[src/sv/ibss_pkg.sv]
// Shared types and constants for the IR beam scan sequencer.
// No dependencies; used by every module of the block.
`default_nettype none

package ibss_pkg;

  // Number of scanned channels (2 to 8)
  localparam int CHANNELS  = 8;
  localparam int CH_W      = (CHANNELS > 1) ? $clog2(CHANNELS) : 1;
  localparam int MUX_W     = 3;
  localparam int MASK_W    = 8;
  localparam int STATUS_W  = 8;
  localparam int REG_W     = 8;
  localparam int CNT_W     = 9;
  localparam int ADDR_W    = 5;
  localparam int IDX_W     = 3;
  localparam int DATA_W    = 32;

  localparam logic [STATUS_W-1:0] CHAN_MASK = STATUS_W'((1 << CHANNELS) - 1);
  localparam logic [CNT_W-1:0]    CNT_MAX   = '1;

  // Register indexes
  localparam logic [IDX_W-1:0] REG_ON_WINDOW      = 3'd0;
  localparam logic [IDX_W-1:0] REG_OFF_WINDOW     = 3'd1;
  localparam logic [IDX_W-1:0] REG_GAP_TICKS      = 3'd2;
  localparam logic [IDX_W-1:0] REG_MIN_ON_HITS    = 3'd3;
  localparam logic [IDX_W-1:0] REG_MIN_OFF_MISSES = 3'd4;

  // Register reset values
  localparam logic [REG_W-1:0] RST_ON_WINDOW      = 8'd10;
  localparam logic [REG_W-1:0] RST_OFF_WINDOW     = 8'd5;
  localparam logic [REG_W-1:0] RST_GAP_TICKS      = 8'd10;
  localparam logic [REG_W-1:0] RST_MIN_ON_HITS    = 8'd1;
  localparam logic [REG_W-1:0] RST_MIN_OFF_MISSES = 8'd2;

  // Scan phases
  typedef enum logic [2:0] {
    PH_SELECT  = 3'd0,
    PH_ON_SMP  = 3'd1,
    PH_OFF     = 3'd2,
    PH_OFF_SMP = 3'd3,
    PH_GAP     = 3'd4
  } phase_e;

  typedef struct packed {
    logic [REG_W-1:0] on_window;
    logic [REG_W-1:0] off_window;
    logic [REG_W-1:0] gap_ticks;
    logic [REG_W-1:0] min_on_hits;
    logic [REG_W-1:0] min_off_misses;
  } cfg_t;

  typedef struct packed {
    logic [MUX_W-1:0]    mux_select;
    logic [MASK_W-1:0]   emitter_mask;
    logic [STATUS_W-1:0] status_bits;
    logic                all_detected;
    logic                channel_done;
  } result_t;

endpackage

`default_nettype wire

[src/sv/ibss_cfg_regs.sv]
// APB-style configuration register file for the scan sequencer.
// Depends on ibss_pkg for register indexes, reset values and cfg_t.
`default_nettype none

module ibss_cfg_regs
  import ibss_pkg::*;
(
  input  wire logic              clk_i,
  input  wire logic              rst_ni,
  input  wire logic              psel,
  input  wire logic              penable,
  input  wire logic              pwrite,
  input  wire logic [ADDR_W-1:0] paddr,
  input  wire logic [DATA_W-1:0] pwdata,
  output logic      [DATA_W-1:0] prdata,
  output logic                   pready,
  output cfg_t                   cfg_o
);

  cfg_t             cfg_q, cfg_d;
  logic [IDX_W-1:0] idx;
  logic             wr_en;
  logic [REG_W-1:0] wr_val;
  logic [REG_W-1:0] rd_val;

  assign pready = 1'b1;
  assign idx    = paddr[ADDR_W-1:2];
  assign wr_en  = psel && penable && pwrite;
  assign wr_val = pwdata[REG_W-1:0];

  // Write decode; out-of-range indexes are dropped
  always_comb begin
    cfg_d = cfg_q;
    if (wr_en) begin
      unique case (idx)
        REG_ON_WINDOW:      cfg_d.on_window      = wr_val;
        REG_OFF_WINDOW:     cfg_d.off_window     = wr_val;
        REG_GAP_TICKS:      cfg_d.gap_ticks      = wr_val;
        REG_MIN_ON_HITS:    cfg_d.min_on_hits    = wr_val;
        REG_MIN_OFF_MISSES: cfg_d.min_off_misses = wr_val;
        default:            cfg_d = cfg_q;
      endcase
    end
  end

  always_ff @(posedge clk_i or negedge rst_ni) begin
    if (!rst_ni) begin
      cfg_q.on_window      <= RST_ON_WINDOW;
      cfg_q.off_window     <= RST_OFF_WINDOW;
      cfg_q.gap_ticks      <= RST_GAP_TICKS;
      cfg_q.min_on_hits    <= RST_MIN_ON_HITS;
      cfg_q.min_off_misses <= RST_MIN_OFF_MISSES;
    end else begin
      cfg_q <= cfg_d;
    end
  end

  // Read mux
  always_comb begin
    unique case (idx)
      REG_ON_WINDOW:      rd_val = cfg_q.on_window;
      REG_OFF_WINDOW:     rd_val = cfg_q.off_window;
      REG_GAP_TICKS:      rd_val = cfg_q.gap_ticks;
      REG_MIN_ON_HITS:    rd_val = cfg_q.min_on_hits;
      REG_MIN_OFF_MISSES: rd_val = cfg_q.min_off_misses;
      default:            rd_val = '0;
    endcase
  end

  assign prdata = DATA_W'(rd_val);
  assign cfg_o  = cfg_q;

endmodule

`default_nettype wire

[src/sv/ibss_scan_core.sv]
// Scan state and per-tick next-state logic of the IR beam sequencer.
// Depends on ibss_pkg for phase_e, cfg_t and result_t.
`default_nettype none

module ibss_scan_core
  import ibss_pkg::*;
(
  input  wire logic clk_i,
  input  wire logic rst_ni,
  input  wire logic step_i,
  input  wire logic rx_a_i,
  input  wire logic rx_b_i,
  input  wire cfg_t cfg_i,
  output result_t   res_o
);

  phase_e              phase_q, phase_d;
  logic [CH_W-1:0]     channel_q, channel_d;
  logic [REG_W-1:0]    tick_q, tick_d;
  logic [CNT_W-1:0]    on_hits_q, on_hits_d;
  logic [CNT_W-1:0]    off_miss_q, off_miss_d;
  logic [STATUS_W-1:0] detected_q, detected_d;
  logic                emit_q, emit_d;
  logic                done;
  logic                hit;
  logic                pass;
  logic [STATUS_W-1:0] ch_bit;
  logic [CH_W-1:0]     channel_nxt;

  assign hit    = rx_a_i && rx_b_i;
  assign ch_bit = STATUS_W'(1) << channel_q;
  assign pass   = (off_miss_d > CNT_W'(cfg_i.min_off_misses)) &&
                  (on_hits_q  > CNT_W'(cfg_i.min_on_hits));
  assign channel_nxt = (channel_q == CH_W'(CHANNELS - 1)) ? '0 : channel_q + 1'b1;

  // Next state for one tick
  always_comb begin
    phase_d    = phase_q;
    channel_d  = channel_q;
    tick_d     = tick_q;
    on_hits_d  = on_hits_q;
    off_miss_d = off_miss_q;
    detected_d = detected_q;
    emit_d     = emit_q;
    done       = 1'b0;
    if (step_i) begin
      unique case (phase_q)
        PH_SELECT: begin
          emit_d    = 1'b1;
          tick_d    = cfg_i.on_window;
          on_hits_d = '0;
          phase_d   = PH_ON_SMP;
        end
        PH_ON_SMP: begin
          if (hit && on_hits_q != CNT_MAX) on_hits_d = on_hits_q + 1'b1;
          if (tick_q != '0) tick_d = tick_q - 1'b1;
          else              phase_d = PH_OFF;
        end
        PH_OFF: begin
          emit_d     = 1'b0;
          tick_d     = cfg_i.off_window;
          off_miss_d = '0;
          phase_d    = PH_OFF_SMP;
        end
        PH_OFF_SMP: begin
          if (!hit && off_miss_q != CNT_MAX) off_miss_d = off_miss_q + 1'b1;
          if (tick_q != '0) begin
            tick_d = tick_q - 1'b1;
          end else begin
            // decision tick: update this channel's flag and move on
            detected_d = (pass ? (detected_q | ch_bit) : (detected_q & ~ch_bit))
                         & CHAN_MASK;
            done       = 1'b1;
            channel_d  = channel_nxt;
            tick_d     = cfg_i.gap_ticks;
            phase_d    = PH_GAP;
          end
        end
        PH_GAP: begin
          if (tick_q != '0) tick_d = tick_q - 1'b1;
          else              phase_d = PH_SELECT;
        end
        default: phase_d = PH_SELECT;
      endcase
    end
  end

  always_ff @(posedge clk_i or negedge rst_ni) begin
    if (!rst_ni) begin
      phase_q    <= PH_SELECT;
      channel_q  <= '0;
      tick_q     <= '0;
      on_hits_q  <= '0;
      off_miss_q <= '0;
      detected_q <= '0;
      emit_q     <= 1'b0;
    end else begin
      phase_q    <= phase_d;
      channel_q  <= channel_d;
      tick_q     <= tick_d;
      on_hits_q  <= on_hits_d;
      off_miss_q <= off_miss_d;
      detected_q <= detected_d;
      emit_q     <= emit_d;
    end
  end

  // Result fields reflect the state after this tick, except all_detected
  always_comb begin
    res_o.mux_select   = MUX_W'(channel_d);
    res_o.emitter_mask = emit_d ? (MASK_W'(1) << channel_d) : '0;
    res_o.status_bits  = detected_d;
    res_o.all_detected = ((detected_q & CHAN_MASK) == CHAN_MASK);
    res_o.channel_done = done;
  end

endmodule

`default_nettype wire

[src/sv/ir_beam_scan_sequencer_unit.sv]
// IR beam scan sequencer: takes one receiver sample request per clock and returns
// one result request per tick. A request passes an input register, then the scan
// core's next-state logic loads the output register, where its result appears. One
// request is accepted every cycle in steady state when the output is not stalled. The
// input register stalls only while it holds a request that the output register,
// still stalled, cannot yet take. Configuration is an APB-style port (registers at
// 4*index, 8 bits each) and must be written only while no request is in flight.
// Depends on ibss_pkg, ibss_cfg_regs and ibss_scan_core.
`default_nettype none

module ir_beam_scan_sequencer_unit
  import ibss_pkg::*;
(
  input  wire logic                clk_i,
  input  wire logic                rst_ni,
  // input channel
  input  wire logic                in_valid_i,
  output logic                     in_stall_o,
  input  wire logic                rx_a_i,
  input  wire logic                rx_b_i,
  // output channel
  output logic                     out_valid_o,
  input  wire logic                out_stall_i,
  output logic      [MUX_W-1:0]    mux_select_o,
  output logic      [MASK_W-1:0]   emitter_mask_o,
  output logic      [STATUS_W-1:0] status_bits_o,
  output logic                     all_detected_o,
  output logic                     channel_done_o,
  // configuration
  input  wire logic                psel,
  input  wire logic                penable,
  input  wire logic                pwrite,
  input  wire logic [ADDR_W-1:0]   paddr,
  input  wire logic [DATA_W-1:0]   pwdata,
  output logic      [DATA_W-1:0]   prdata,
  output logic                     pready
);

  cfg_t    cfg;
  result_t res;
  result_t res_q;
  logic    in_valid_q, in_valid_d;
  logic    rx_a_q, rx_b_q;
  logic    out_valid_q, out_valid_d;
  logic    out_free;
  logic    step;
  logic    in_take;

  ibss_cfg_regs u_cfg (
    .clk_i  (clk_i),
    .rst_ni (rst_ni),
    .psel   (psel),
    .penable(penable),
    .pwrite (pwrite),
    .paddr  (paddr),
    .pwdata (pwdata),
    .prdata (prdata),
    .pready (pready),
    .cfg_o  (cfg)
  );

  // Handshake between input register and output register
  assign out_free   = !out_valid_q || !out_stall_i;
  assign step       = in_valid_q && out_free;
  assign in_stall_o = in_valid_q && !step;
  assign in_take    = in_valid_i && !in_stall_o;

  always_comb begin
    in_valid_d = in_valid_q;
    if (in_take)   in_valid_d = 1'b1;
    else if (step) in_valid_d = 1'b0;
  end

  always_comb begin
    out_valid_d = out_valid_q;
    if (step)          out_valid_d = 1'b1;
    else if (out_free) out_valid_d = 1'b0;
  end

  always_ff @(posedge clk_i or negedge rst_ni) begin
    if (!rst_ni) begin
      in_valid_q  <= 1'b0;
      out_valid_q <= 1'b0;
    end else begin
      in_valid_q  <= in_valid_d;
      out_valid_q <= out_valid_d;
    end
  end

  // Input sample register
  always_ff @(posedge clk_i) begin
    if (in_take) begin
      rx_a_q <= rx_a_i;
      rx_b_q <= rx_b_i;
    end
  end

  ibss_scan_core u_core (
    .clk_i (clk_i),
    .rst_ni(rst_ni),
    .step_i(step),
    .rx_a_i(rx_a_q),
    .rx_b_i(rx_b_q),
    .cfg_i (cfg),
    .res_o (res)
  );

  // Result register
  always_ff @(posedge clk_i) begin
    if (step) res_q <= res;
  end

  assign out_valid_o    = out_valid_q;
  assign mux_select_o   = res_q.mux_select;
  assign emitter_mask_o = res_q.emitter_mask;
  assign status_bits_o  = res_q.status_bits;
  assign all_detected_o = res_q.all_detected;
  assign channel_done_o = res_q.channel_done;

endmodule

`default_nettype wire

[config.mk]
export PLATFORM = sky130hd
export DESIGN_NAME = ir_beam_scan_sequencer_unit
export DESIGN_NICKNAME = d
export VERILOG_FILES = /design/src/sv/ibss_pkg.sv /design/src/sv/ibss_cfg_regs.sv /design/src/sv/ibss_scan_core.sv /design/src/sv/ir_beam_scan_sequencer_unit.sv
export SDC_FILE = /design/constraint.sdc
export NUM_CORES = 1
export LEC_CHECK = 0
export BUFFER_PORTS_ARGS = -buffer_cell sky130_fd_sc_hd__buf_2
export CAP_MARGIN = 5
export CORE_UTILIZATION = 35
export CTS_BUF_LIST = sky130_fd_sc_hd__clkbuf_16
export DETAILED_ROUTE_END_ITERATION = 12
export PLACE_DENSITY = 0.6
export SYNTH_ARGS = -nofsm -noshare
export SYNTH_HDL_FRONTEND = slang
export SYNTH_SLANG_ARGS = --single-unit
[constraint.sdc]
create_clock -name clk_i -period 4.3 [get_ports clk_i]
set_input_delay 0.215 -clock clk_i [delete_from_list [all_inputs] [get_ports clk_i]]
set_output_delay 0.215 -clock clk_i [all_outputs]
set_load 0.005 [all_outputs]
* Word level (Yosys, flattened, before mapping)
Cells that the tools add are included.
** Word-level totals
- Register bits :: 106
- Output and inout bits :: 56
- Logic and storage cells :: 108
** Cells by class
- Bitwise gates (word level) :: 3
- Muxes and demuxes :: 28
- Equality and inequality tests :: 17
- Shifts and indexed selects :: 2
- $add $sub $neg :: 4
- Reductions and logical operators :: 31
- Order comparisons :: 2
** Operator list (count)
- 8-bit two-way mux :: 6
- 8-bit one-hot mux with 5 select lines :: 1
- 9-bit one-hot mux with 2 select lines :: 2
- 8-bit one-hot mux with 4 select lines :: 1
- 9-bit two-way mux :: 3
- 3-bit two-way mux :: 7
- 9-bit by 1-bit adder with 9-bit output, second input constant :: 2
- 9-bit by 8-bit greater-than comparator with 1-bit output :: 2
- 9-bit inequality test, second input constant :: 2
- 1-bit by 3-bit << shifter with 8-bit output, first input constant :: 2
- 3-bit one-hot mux with 5 select lines :: 1
- 3-bit by 2-bit equality test with 1-bit output, second input constant :: 4
- 2-bit AND reduction :: 5
- 3-bit equality test, second input constant :: 3
- 1-bit logical AND :: 9
- 8-bit AND :: 1
- 8-bit equality test, second input constant :: 1
- 8-bit NOT :: 1
- 8-bit bitwise OR :: 1
- 8-bit nonzero test :: 1
- 8-bit by 1-bit subtractor with 8-bit output, second input constant :: 1
- 3-bit by 1-bit equality test with 1-bit output, second input constant :: 2
- 3-bit zero test :: 2
- 1-bit two-way mux :: 6
- 11 further kinds :: 21

* Longest topological paths before layout
- Depth after elaboration :: 12
- Mapped depth :: 16
- Mapped depth without buffers :: 16

* By module
From an unflattened synthesis, not the netlist that was laid out.
** Second synthesis, totals
- Cell total of the unflattened synthesis :: 548
- Area, all modules :: 5918.2 um2
** Modules (own cells, without submodules)
- ibss_scan_core :: area each 3017.9 um2, instances 1, cells each 357
- ibss_cfg_regs :: area each 2117.0 um2, instances 1, cells each 160
- ir_beam_scan_sequencer_unit :: area each 783.3 um2, instances 1, cells each 31

* Least setup slack after synthesis
No wires, ideal clock.
- Path kind :: register to register
- Start :: reg u_core.off_miss_q[0]
- End :: reg res_q (netlist bit status_bits_o[4]) (data pin)
- Required time :: 4.023 ns
- Buffers on the path :: 0
- Slack :: 0.896 ns
- Arrival :: 3.127 ns
- Cell stages (with the launch flop) :: 17
- Cell sequence :: dfrtp_1 ha_1 nand3_1 nor2_1 and3_1 ha_1 a21oi_1 nand4_1 nor3_1 nand3_1 mux2i_1 ha_1 nand3_1 nor3_1 a21oi_1 a21oi_2 o21ai_0
** RTL lines
- from (decl) :: line ibss_scan_core.sv:21 : logic [CNT_W-1:0] off_miss_q, off_miss_d;
- from (signal assigned) :: line ibss_scan_core.sv:102 : off_miss_q <= off_miss_d;
- to (signal assigned) :: line ir_beam_scan_sequencer_unit.sv:110 : if (step) res_q <= res;
- to (decl) :: line ir_beam_scan_sequencer_unit.sv:41 : result_t res_q;

==> results.ini <==
[global_routing]
grt_pass1_wl_microns=22300
grt_pass1_vias=4371
grt_usage_pct=16.1
overflow=0
grt_max_degree=63
antenna_found_initial=0

[worst_hold_path]
hold_class=input pin to flip-flop

[power_and_ir_drop]
p_sw_share_pct=36.6
power.switching_w=0.00120
power_density_nw_per_um2=494
leakage_nw=2.93
p_int_w=0.00208
power_frac_seq_pct=44.0
clkPwrFrac_pct=23.8
peakVddDrop_uv=293
power_w=0.00328
comb_power_share_pct=32.2

[timing]
rsz0062_at_grt=false
finClkSkew_ps=9.80
clock.fmax_ghz=0.258
setup_tns_ps=0
setup_viol_count_final=0
finalHoldViolCount=0
finalCriticalPeriod_ps=3880
maxSlewHeadroom_pct=25.1
slew_viol_final=0
fin_ws_ps=418
fin_crit_sh_pct=90.3
max_slew.worst_pin.slew_ps=1120

[worst_setup_path]
critPathArrivalTime_ps=3970
critical_path.endpoint_type=flip-flop
worstSetupStartpointType=flip-flop
path_max_fanout=8
critPathKind=flip-flop to flip-flop
crit_required_ps=4390

[placement]
gp_congestion=0.865
io_buffers=50
post-place-cells=821
dp_hpwl_microns=10200
post-place-ws_ps=296

[synthesis]
synthFlopType=dfrtp_1
synth.most_common_cell=dfrtp_1
synth_top_area_share_pct=31.4
synth_edf_count=23
yosys-top-cells-area=dfrtp_1 (31%), edfxtp_1 (12%), mux2_2 (7.7%)
netlist_instances=569
async_flop_share_pct=78.3
ys_top_cells_by_count=dfrtp_1 (75), mux2_2 (41), nand2_1 (40)
yosysWarnings=0
ys_seq_area_share_pct=46.5
yosysTopAreaCell=dfrtp_1
synthesis.area_sq_um=5980
synth_cell_types=73
synth_seq_cells=106
postSynthAreaPerCell_sq_um=10.5

[drt]
drt_iter0_drc=338
highest_layer=met4
routed_wl_microns=13400
num_vias=4434
drt-met1-wl_microns=6220
dr_wl_met3_microns=613
drc_errors=0
drtPass1Iterations=5
ant_nets=0
viasPerCell=5.29
route.met2.wl_microns=6400
wl_per_cell_microns=16.0

[floorplanning]
die_y_microns=133
io_pins=102
coreArea_sq_um=16600
die_w_microns=133
start_util_pct=35.9
rows=47
die-area_sq_um=17600

[clocking]
ctsRootBufferMaster=clkbuf_16
cts.sinks=106
clk_pin_slew_ps=70
cts_tree=done
clock_latency_ps=370
htree_levels=3
post_cts_buffers=0
cts_buffer_depth=2
cts_buffers=9

[finish]
finalNetCount=686
syn2layout_area_growth_pct=11.1
final_cell_count_no_fill=838
final_util_pct=39.9
drive_gt1_share_pct=23.0
diodes=0

[flow_run]
cap_violations=0

[outcome]
status=finished clean

flip-flops by register name, indices dropped and copies added (netlist names):
register	flops
u_cfg.cfg_o	40
u_core.off_miss_q	9
u_core.on_hits_q	9
emitter_mask_o	8
status_bits_o	8
u_core.detected_q	8
u_core.tick_q	8
mux_select_o	3
u_core.channel_q	3
u_core.phase_q	3
all_detected_o	1
channel_done_o	1
in_valid_q	1
out_valid_o	1
rx_a_q	1
rx_b_q	1
u_core.emit_q	1
power groups by stage:
stage	clock network, W	registers, W	logic (W)
finish	0.000782	0.00144	0.00106
global route	0.000844	0.00147	0.00119
CTS	0.000803	0.00144	0.00106
detailed placement	0	0.00146	0.00105
global placement	0	0.00145	0.00102
floorplan	0	0.00139	0.000805
area by class of cell:
class                      count  area (sq um)
clock inverter                 7          55.1
tap                          220           275
inverter                      34           133
sequential                   106          2780
fill                        1655         10000
timing repair buffer          56           300
multi-input combinational    406          2880
clock buffer                   9           225
metal layers:
metal	track usage, %	vias up
met2	26.0	115
met5	0	-
li1	-	2128
met4	5.36	0
met3	3.83	14
met1	21.3	2177
placed cells by master (no fill, tap or decap), types with 9 or more instances in the layout:
cell	Yosys	routed
buf_2	7	49
inv_1	33	33
ha_1	27	27
mux2_2	41	41
nand3_1	19	19
and3_1	10	10
a22o_1	9	9
o21ai_0	31	31
a21oi_1	13	13
a22oi_1	16	16
nor2_1	35	35
o22ai_1	11	11
conb_1	2	25
dfrtp_1	75	75
o31ai_1	12	12
clkbuf_16	0	9
nand2_1	40	40
edfxtp_1	23	23
stage by stage:
stage	instance area, sq um	hold slack (ps)
2_1_floorplan	6070	-80.6
3_3_place_gp	6350	135
3_5_place_dp	6350	137
4_1_cts	6640	12.4
5_1_grt	6650	19.9
6_report	6650	24.7
path summary, 6_finish.rpt:
check | start | end | slack, ps | depth (start not counted)
max | u_core.off_miss_q[0] | status_bits_o[4] | 420 | 15
min | rx_b_i | rx_b_q | 20 | 1
max reg2reg | u_core.off_miss_q[0] | status_bits_o[4] | 420 | 15
min reg2reg | in_valid_q | out_valid_o | 480 | 1
max in group asynchronous | rst_ni | u_core.on_hits_q[7] | 2910 | 3
min in group asynchronous | rst_ni | u_core.tick_q[0] | 290 | 2
critical path, stage by stage (launching register included):
cell and delay [ps]:
dfrtp_1 420, ha_1 230, nand3_1 130, nor2_1 90
and3_1 180, ha_1 190, a21oi_1 270, nand4_1 300
nor3_1 360, nand3_1 140, mux2i_1 230, ha_1 280
a21oi_1 160, nand4b_1 170, a21oi_4 300, o21ai_0 180
logic make-up after synthesis:
kind of cell / synth area share (%)
xor gates and xnor gates: 1.03
DFF: 46.5
buffers and inverters: 7.07
muxes: 8.22
and+or+nand+nor: 14.7
adders and majority gates: 5.65
other: 0.126
AOI/OAI and AO/OA: 16.8
repair_timing:
action | in CTS | in global routing
endpoints found under the hold margin | 21 | 0
hold buffers | 1 | 0
gates resized for setup | 0 | 1
endpoints found under the setup margin | 0 | 8
No activity file was read; power rests on OpenSTA's default activity.
